==> config.mk <==
export PLATFORM = sky130hd
export DESIGN_NAME = fixed_float_converter
export DESIGN_NICKNAME = d
export VERILOG_FILES = /design/src/rtl/core/ffc_pkg.sv /design/src/rtl/core/fixed_float_converter.sv /design/src/rtl/core/ffc_to_fixed.sv /design/src/rtl/core/ffc_from_fixed.sv
export SDC_FILE = /design/constraint.sdc
export NUM_CORES = 1
export LEC_CHECK = 0
export BUFFER_PORTS_ARGS = -buffer_cell sky130_fd_sc_hd__buf_4
export CELL_PAD_IN_SITES_DETAIL_PLACEMENT = 1
export CELL_PAD_IN_SITES_GLOBAL_PLACEMENT = 2
export CORE_MARGIN = 1.5
export CORE_UTILIZATION = 34
export DETAILED_ROUTE_END_ITERATION = 10
export PLACE_DENSITY = 0.77
export REMOVE_ABC_BUFFERS = 1
export SLEW_MARGIN = 10
export SYNTH_ARGS = -nofsm -noshare
export SYNTH_HDL_FRONTEND = slang
export SYNTH_HIERARCHICAL = 1
export SYNTH_SLANG_ARGS = --single-unit
==> constraint.sdc <==
create_clock -name clk -period 10.38 [get_ports clk]
set_clock_uncertainty 0.05 [all_clocks]
set_input_delay 2.076 -clock clk [delete_from_list [all_inputs] [get_ports clk]]
set_output_delay 2.076 -clock clk [all_outputs]
set_load 0.01 [all_outputs]
==> src/rtl/core/ffc_pkg.sv <==
// Package: mode codes and shared types for the fixed/float converter.
package ffc_pkg;

  typedef enum logic [1:0] {
    MODE_INT2FIX = 2'd0,
    MODE_FLT2FIX = 2'd1,
    MODE_FIX2INT = 2'd2,
    MODE_FIX2FLT = 2'd3
  } mode_t;

  typedef struct packed {
    logic [31:0] bits;
    logic        ovf;
  } result_t;

endpackage

==> src/rtl/core/fixed_float_converter.sv <==
// Top level: fixed/float converter with input and result registers.
// One request per cycle with no bubbles unless out_ready is low. A request goes through
// the input register, conversion logic and result register. The result register holds
// while out_ready is low and accepts a new request in the same cycle it is drained.
module fixed_float_converter #(
  parameter int FRAC_BITS = 8
) (
  input  logic        clk,
  input  logic        rst_n,
  input  logic        in_valid,
  output logic        in_ready,
  input  logic [1:0]  in_mode,
  input  logic [31:0] in_operand_bits,
  output logic        out_valid,
  input  logic        out_ready,
  output logic [31:0] out_result_bits,
  output logic        out_overflow
);

  logic        s1_vld_r;
  logic [1:0]  s1_mode_r;
  logic [31:0] s1_op_r;
  logic        s2_vld_r;
  ffc_pkg::result_t s2_res_r;
  ffc_pkg::result_t to_res, from_res, res_nxt;
  logic        s2_en, s1_en;

  assign s2_en    = !s2_vld_r || out_ready;
  assign s1_en    = !s1_vld_r || s2_en;
  assign in_ready = s1_en;

  always_ff @(posedge clk) begin
    if (!rst_n) begin
      s1_vld_r <= 1'b0;
    end else if (s1_en) begin
      s1_vld_r <= in_valid;
    end
    if (s1_en && in_valid) begin
      s1_mode_r <= in_mode;
      s1_op_r   <= in_operand_bits;
    end
  end

  ffc_to_fixed #(.FRAC_BITS(FRAC_BITS)) u_to (
    .is_float (s1_mode_r == ffc_pkg::MODE_FLT2FIX),
    .operand  (s1_op_r),
    .res      (to_res)
  );

  ffc_from_fixed #(.FRAC_BITS(FRAC_BITS)) u_from (
    .to_float (s1_mode_r == ffc_pkg::MODE_FIX2FLT),
    .operand  (s1_op_r),
    .res      (from_res)
  );

  always_comb begin
    unique case (ffc_pkg::mode_t'(s1_mode_r))
      ffc_pkg::MODE_INT2FIX, ffc_pkg::MODE_FLT2FIX: res_nxt = to_res;
      default:                                      res_nxt = from_res;
    endcase
  end

  always_ff @(posedge clk) begin
    if (!rst_n) begin
      s2_vld_r <= 1'b0;
    end else if (s2_en) begin
      s2_vld_r <= s1_vld_r;
    end
    if (s2_en && s1_vld_r) begin
      s2_res_r <= res_nxt;
    end
  end

  assign out_valid       = s2_vld_r;
  assign out_result_bits = s2_res_r.bits;
  assign out_overflow    = s2_res_r.ovf;

endmodule

==> src/rtl/core/ffc_to_fixed.sv <==
// Conversions into fixed point: int32 and float32 operands.
module ffc_to_fixed #(
  parameter int FRAC_BITS = 8
) (
  input  logic               is_float,
  input  logic [31:0]        operand,
  output ffc_pkg::result_t   res
);

  localparam int SHL_MAX = 39;

  logic        sgn;
  logic [7:0]  ex;
  logic [23:0] man;
  logic signed [10:0] sh;
  logic [5:0]  rs;
  logic [63:0] mag;
  logic [63:0] up;
  logic        f_ovf;
  logic [31:0] f_val;
  logic signed [63:0] ip;
  logic        i_ovf;

  always_comb begin
    sgn = operand[31];
    ex  = (operand[30:23] == 8'd0) ? 8'd1 : operand[30:23];
    man = {(operand[30:23] != 8'd0), operand[22:0]};
    sh  = $signed({3'd0, ex}) - 11'sd150 + 11'(FRAC_BITS);
    rs  = 6'((-sh) & 11'h3F);
    up  = 64'd0;
    mag = 64'd0;
    f_ovf = 1'b0;
    if (operand[30:23] == 8'hFF) begin
      f_ovf = 1'b1;
    end else if (man == 24'd0) begin
      mag = 64'd0;
    end else if (sh >= 0) begin
      if (sh > 11'(SHL_MAX)) f_ovf = 1'b1;
      else mag = {40'd0, man} << sh[5:0];
    end else if (-sh > 11'sd25) begin
      mag = 64'd0;
    end else begin
      up  = {40'd0, man} + (64'd1 << (rs - 6'd1));
      mag = up >> rs;
    end
    if ((!sgn && mag > 64'h7FFF_FFFF) || (sgn && mag > 64'h8000_0000)) f_ovf = 1'b1;
    f_val = f_ovf ? 32'd0 : (sgn ? 32'(-mag[31:0]) : mag[31:0]);

    ip    = 64'($signed(operand)) <<< FRAC_BITS;
    i_ovf = (ip > 64'sh7FFF_FFFF) || (ip < -64'sh8000_0000);

    if (is_float) begin
      res.bits = f_val;
      res.ovf  = f_ovf;
    end else begin
      res.bits = i_ovf ? 32'd0 : ip[31:0];
      res.ovf  = i_ovf;
    end
  end

endmodule

==> src/rtl/core/ffc_from_fixed.sv <==
// Conversions out of fixed point: to int32 (truncating) and float32 (nearest even).
module ffc_from_fixed #(
  parameter int FRAC_BITS = 8
) (
  input  logic               to_float,
  input  logic [31:0]        operand,
  output ffc_pkg::result_t   res
);

  logic        sgn;
  logic [31:0] mag;
  logic [4:0]  p;
  logic [24:0] mant;
  logic [31:0] rem;
  logic [31:0] half;
  logic [4:0]  s;
  logic [8:0]  pe;
  logic [31:0] flt;
  logic [31:0] q;

  always_comb begin
    sgn = operand[31];
    mag = sgn ? 32'(-operand) : operand;
    p   = 5'd0;
    for (int i = 0; i < 32; i++) begin
      if (mag[i]) p = 5'(i);
    end
    s    = 5'd0;
    rem  = 32'd0;
    half = 32'd0;
    pe   = {4'd0, p};
    if (p <= 5'd23) begin
      mant = 25'(mag << (5'd23 - p));
    end else begin
      s    = p - 5'd23;
      rem  = mag & ((32'd1 << s) - 32'd1);
      half = 32'd1 << (s - 5'd1);
      mant = 25'(mag >> s);
      if (rem > half || (rem == half && mant[0])) mant = mant + 25'd1;
      if (mant[24]) begin
        mant = mant >> 1;
        pe   = pe + 9'd1;
      end
    end
    pe  = pe + 9'd127 - 9'(FRAC_BITS);
    flt = (mag == 32'd0) ? 32'd0 : {sgn, pe[7:0], mant[22:0]};

    // truncate toward zero: bias negatives before the arithmetic shift
    q = 32'(($signed(operand) + (sgn ? $signed(32'((1 << FRAC_BITS) - 1)) : 32'sd0))
            >>> FRAC_BITS);

    res.bits = to_float ? flt : q;
    res.ovf  = 1'b0;
  end

endmodule

======== Word level (Yosys, flattened, before mapping) ========
Cells that the tools add are included.
storage, ports and cells
  flip-flop bits (word level) ............. 69
  input bits .............................. 38
  output and inout port bits .............. 35
  word-level logic and storage cells ...... 120
operators by class
  $add $sub $neg .......................... 17
  order comparisons ....................... 9
  equal/unequal tests ..................... 4
  shift-type cells ........................ 7
  multiplexer cells ....................... 57
  bitwise operators ....................... 1
  reduce and logical (&&, ||, !) cells .... 19
operators with widths
  operator                                                          number
  two-way mux 64 bit                                                5
  two-way mux 32 bit                                                6
  two-way mux 5 bit                                                 30
  two-way mux 33 bit                                                2
  adder 24 x 64 -> 64 bit                                           1
  greater-than comparator 64 x 31 -> 1 bit (second input constant)  1
  greater-than comparator 64 x 32 -> 1 bit (second input constant)  1
  negator 32 bit                                                    2
  << shifter 1 x 5 -> 32 bit (first input constant)                 2
  << shifter 1 x 6 -> 64 bit (first input constant)                 1
  << shifter 24 x 6 -> 64 bit                                       1
  right shift 64 x 6 -> 64 bit                                      1
  two-way mux 25 bit                                                2
  two-way mux 23 bit                                                2
  greater-than comparator 40 x 32 -> 1 bit (second input constant)  1
  less-than comparator 40 x 32 -> 1 bit (second input constant)     1
  adder 32 x 9 -> 32 bit                                            1
  bitwise AND 32 bit                                                1
  == test 32 bit                                                    1
  greater-than comparator 32 bit                                    1
  zero test 32 bit                                                  1
  << shifter 32 x 5 -> 23 bit                                       1
  right shift 32 x 5 -> 25 bit                                      1
  subtractor 32 x 1 -> 32 bit (second input constant)               1
  other kinds (30)                                                  47

======== Depth between registers and ports, before layout ========
  word-level depth ........................ 49
  mapped depth ............................ 53
  mapped depth without buffers ............ 45

======== Cells and area by module ========
The synthesis kept the hierarchy.
by module, submodules not included
  module                 instances  cells each  area each (um2)
  ffc_from_fixed         1          1458        9471.6
  ffc_to_fixed           1          1457        9225.1
  fixed_float_converter  1          115         2651.3

======== Worst setup path before layout ========
Ideal clock, no wire load.
  path kind ............................... register -> register
  start point ............................. register s1_op_r[0]
  end point ............................... register s2_res_r (netlist bit out_result_bits[25]) (data pin)
  setup time .............................. 0.260 ns
  arrival ................................. 10.874 ns
  data required time ...................... 10.070 ns
  setup slack ............................. -0.804 ns
  cell stages (with the launch flop) ...... 52
  buffers on the path ..................... 10
  period minus slack after synthesis ...... 11.184 ns
  cells stage by stage .................... edfxtp_1 clkbuf_1 inv_1 ha_1 or4b_1 nor4_4 a311oi_1 or2_2 a2111oi_4 nand2_4 o21ai_4 buf_2 buf_2 clkbuf_1 clkbuf_1 ha_1 inv_1 nand3_1 (+16 left out) a21oi_1 nor2b_1 o21ai_0 nand2b_1 a21oi_1 a21boi_0 or3b_2 o2111a_2 nand3_2 xor2_1 buf_4 nand2b_1 o21ai_0 ha_1 xnor2_1 xnor2_1 o21ai_0 mux2_4
RTL lines
  item                      line                         RTL
  start: declaration        fixed_float_converter.sv:22  logic [31:0] s1_op_r;
  start signal: assignment  fixed_float_converter.sv:40  s1_op_r <= in_operand_bits;
  end signal: assignment    fixed_float_converter.sv:70  s2_res_r <= res_nxt;
  end: declaration          fixed_float_converter.sv:24  ffc_pkg::result_t s2_res_r;

==> metrics <==
mux contribution to synthesized area 0.111; largest family of logic cells by synthesized area compound AO/OA/AOI/OAI gates; crit start category flop; slowest CP cell or4_4; # hold bufs at CTS 0; actual slew at the worst max-slew pin 1.16 ns; CTS Buffer Depth 2; status complete, no violations; Area after DPL 0.0232 mm²; layout net count 3161; FFs w/ async S/R, synth 0; number of diodes 0; Gate Count Post-Synth 3030; maximum VDD drop 0.0000843 V; Worst Setup SP s1_op_r[1]$_DFFE_PP_; CP required 10.45 ns; post-synthesis sequential area ratio 0.0961; EDFF count, synth 67; top post-synthesis cells by area edfxtp_1 9.4%, nand2_1 6.0%, nor2_1 5.5%, ha_1 4.9%, mux2i_1 4.7%; crit path DAT 9.97 ns; post-synthesis adder-cell area fraction 0.0496; DP HPWL 97600 µm; core area 0.0618 mm²; CTS tree done; Final setup viols 0; post-route ant nets 0; power per cell area 123 mW/mm²; Initial Utilization 0.345; Ys Warns 6; CP endpoint kind flop; first-pass GRT wire length 181000 µm; drt wl/cell 32.0 µm; Final Cycle Share 0.954; CTS H-tree lvls 3; Reg-to-Reg Start s1_op_r[1]$_DFFE_PP_; largest net degree at the start of global routing 107; total die area 0.0643 mm²; boundary pin count 73; Pins Over Slew Limit 0; initial antenna violation count 2; via count 26522; Netlist Area Pre-Place 0.0213 mm²; Rows 91; vias in the first global route 25696; Yosys reg bits 69; RePlAce Congestion 0.997; CP peak stage delay 0.69 ns; R2R Setup Slk 0.48 ns; crit path time final 9.90 ns; drt pass-1 iters 6; most common cell in the synthesized netlist nand2_1; cell type with the highest aggregate area in the netlist edfxtp_1; initial DRC count 3192; hold wc startpoint out_valid$_SDFFE_PN0P_; share of cells above drive strength 1 0.159; fillcell total 7760; Post-Synth XOR/XNOR Area 0.0701; P_leak 8.75 nW; compound-cell area share of the yosys netlist 0.339; relative slew slack 0.218; Worst-path clk slew 0.06 ns; die width 254 µm; CTS root buf clkbuf_16; crit-path max FO 14; area grow syn2layout 10.6%; gr ovfl total 0; Avg Cell Area, Syn 7.05 µm²; clock latency at the later pin of the worst-skew pair 0.39 ns; Setup CP Type flop to flop; fin util 0.382; Remaining DRCs 0; Die Y 254 µm; vias per inst 6.83; Fmax 101 MHz; all-layer global routing usage 0.379; placed instance count 3864; PortBufs 72; Hold Vio Cnt, Final 0; WHS 0.500 ns; CTS Sinks 69; top cell type's share of synthesized area 0.0942; Post-Synth Simple-Gate Area 0.271; count of cell types in the netlist 135; design area 0.0236 mm²; hold crit path type flop to flop; Top FF cell, synth edfxtp_1; TritonCTS Buffers 9; Non-Filler Instances 3881; MaxCap Viol Count 0; RSZ-0062 raised after global routing no; Post-Route WL 124000 µm; Commonest cells post-synth 342 x nand2_1, 310 x nor2_1, 196 x a21oi_1
[sequential cells by signal, indices dropped and copies added, names as in the netlist]
signal / cells
out_overflow: 1
s1_vld_r: 1
s1_op_r: 32
out_valid: 1
s1_mode_r: 2
out_result_bits: 32
[metrics by stage]
step / setup TNS [ns] / setup slack [ns] / total power [mW]
2_1_floorplan: -112.25 / -4.22 / 1.66
3_3_place_gp: 0 / 0.537 / 2.45
3_5_place_dp: 0 / 0.268 / 2.48
4_1_cts: 0 / 0.249 / 2.84
5_1_grt: 0 / 0.0185 / 3.05
6_report: 0 / 0.481 / 2.91
[power by group]
part	switching, mW	total, mW	internal (mW)
Combinational	1.47	2.21	0.733
Clock	0.152	0.362	0.211
Sequential	0.0158	0.346	0.330
Total	1.64	2.91	1.27
[cell usage in the layout (no fill, tap or decap), types with 16 or more instances in the layout]
cell type  count
a211o_1       16
a211oi_1      56
a21o_1        40
a21oi_1      191
a22oi_1       18
a31oi_1       43
and2_1        27
and3_1        20
buf_4        238
edfxtp_1      67
ha_1          82
inv_1         53
mux2_2        39
mux2_4        28
mux2i_1      100
mux4_2        20
nand2_1      342
nand2b_1      27
nand3_1      115
nand4_1       49
nor2_1       308
nor2b_1       18
nor3_1        73
nor4_1        36
o211a_1       16
o211ai_1      60
o21a_1        21
o21ai_0      190
o21ai_1       30
o221ai_1      24
o22ai_1       37
o2bb2ai_1     17
o31ai_1       36
or2_2         27
or3_1         32
or4_1         20
xnor2_1      103
xor2_1        55
[timing repair]
item | CTS | global route
gates resized for setup | 0 | 23
setup buffers | 0 | 1
setup endpoints to repair | 0 | 32
[critical path, delay by kind of cell (launching register included)]
family / cells / cell delay (ns)
mux: 1 / 0.28
xor+xnor: 1 / 0.23
buf+inv: 3 / 0.47
simple gates: 10 / 3.45
flops: 1 / 0.50
fa+ha+maj: 3 / 0.74
compound gates: 16 / 3.89
[metal layers]
| metal | vias to the layer above | global-route usage | wire [µm] |
|---|---|---|---|
| li1 | 11584 | - | - |
| met1 | 13367 | 0.548 | 56500 |
| met2 | 1383 | 0.562 | 52100 |
| met3 | 184 | 0.0832 | 12300 |
| met4 | 4 | 0.0970 | 3300 |
| met5 | - | 0 | 24 |
[path summary, 6_finish.rpt]
kind	endpoint	depth (start not counted)
setup / recovery	out_result_bits[29]$_DFFE_PP_	34
hold / removal	s1_vld_r$_SDFFE_PN0P_	2
setup reg to reg	out_result_bits[29]$_DFFE_PP_	34
hold reg to reg	s1_vld_r$_SDFFE_PN0P_	2
[area by class of cell]
type / instances / area, µm² / area share
multi-input cells: 2655 / 18100 / 0.768
flip-flops and latches: 69 / 2050 / 0.0869
repair buffers: 239 / 1810 / 0.0765
well taps: 837 / 1050 / 0.0444
inverters: 65 / 249 / 0.0105
clock buffers: 10 / 229 / 0.00970
clock inverters: 6 / 87.6 / 0.00371
[cells by family (layout without fill, tap and decap cells)]
family,Yosys count,after routing
buffers and inverters,306,320
flip-flops,69,69
AND/OR/NAND/NOR,1177,1177
other,1,1
multiplexers,192,192
adder cells (fa/ha/maj),84,84
XOR/XNOR,166,166
AO/OA/AOI/OAI,1035,1035
Note: power is estimated with default switching activity, not from simulation.
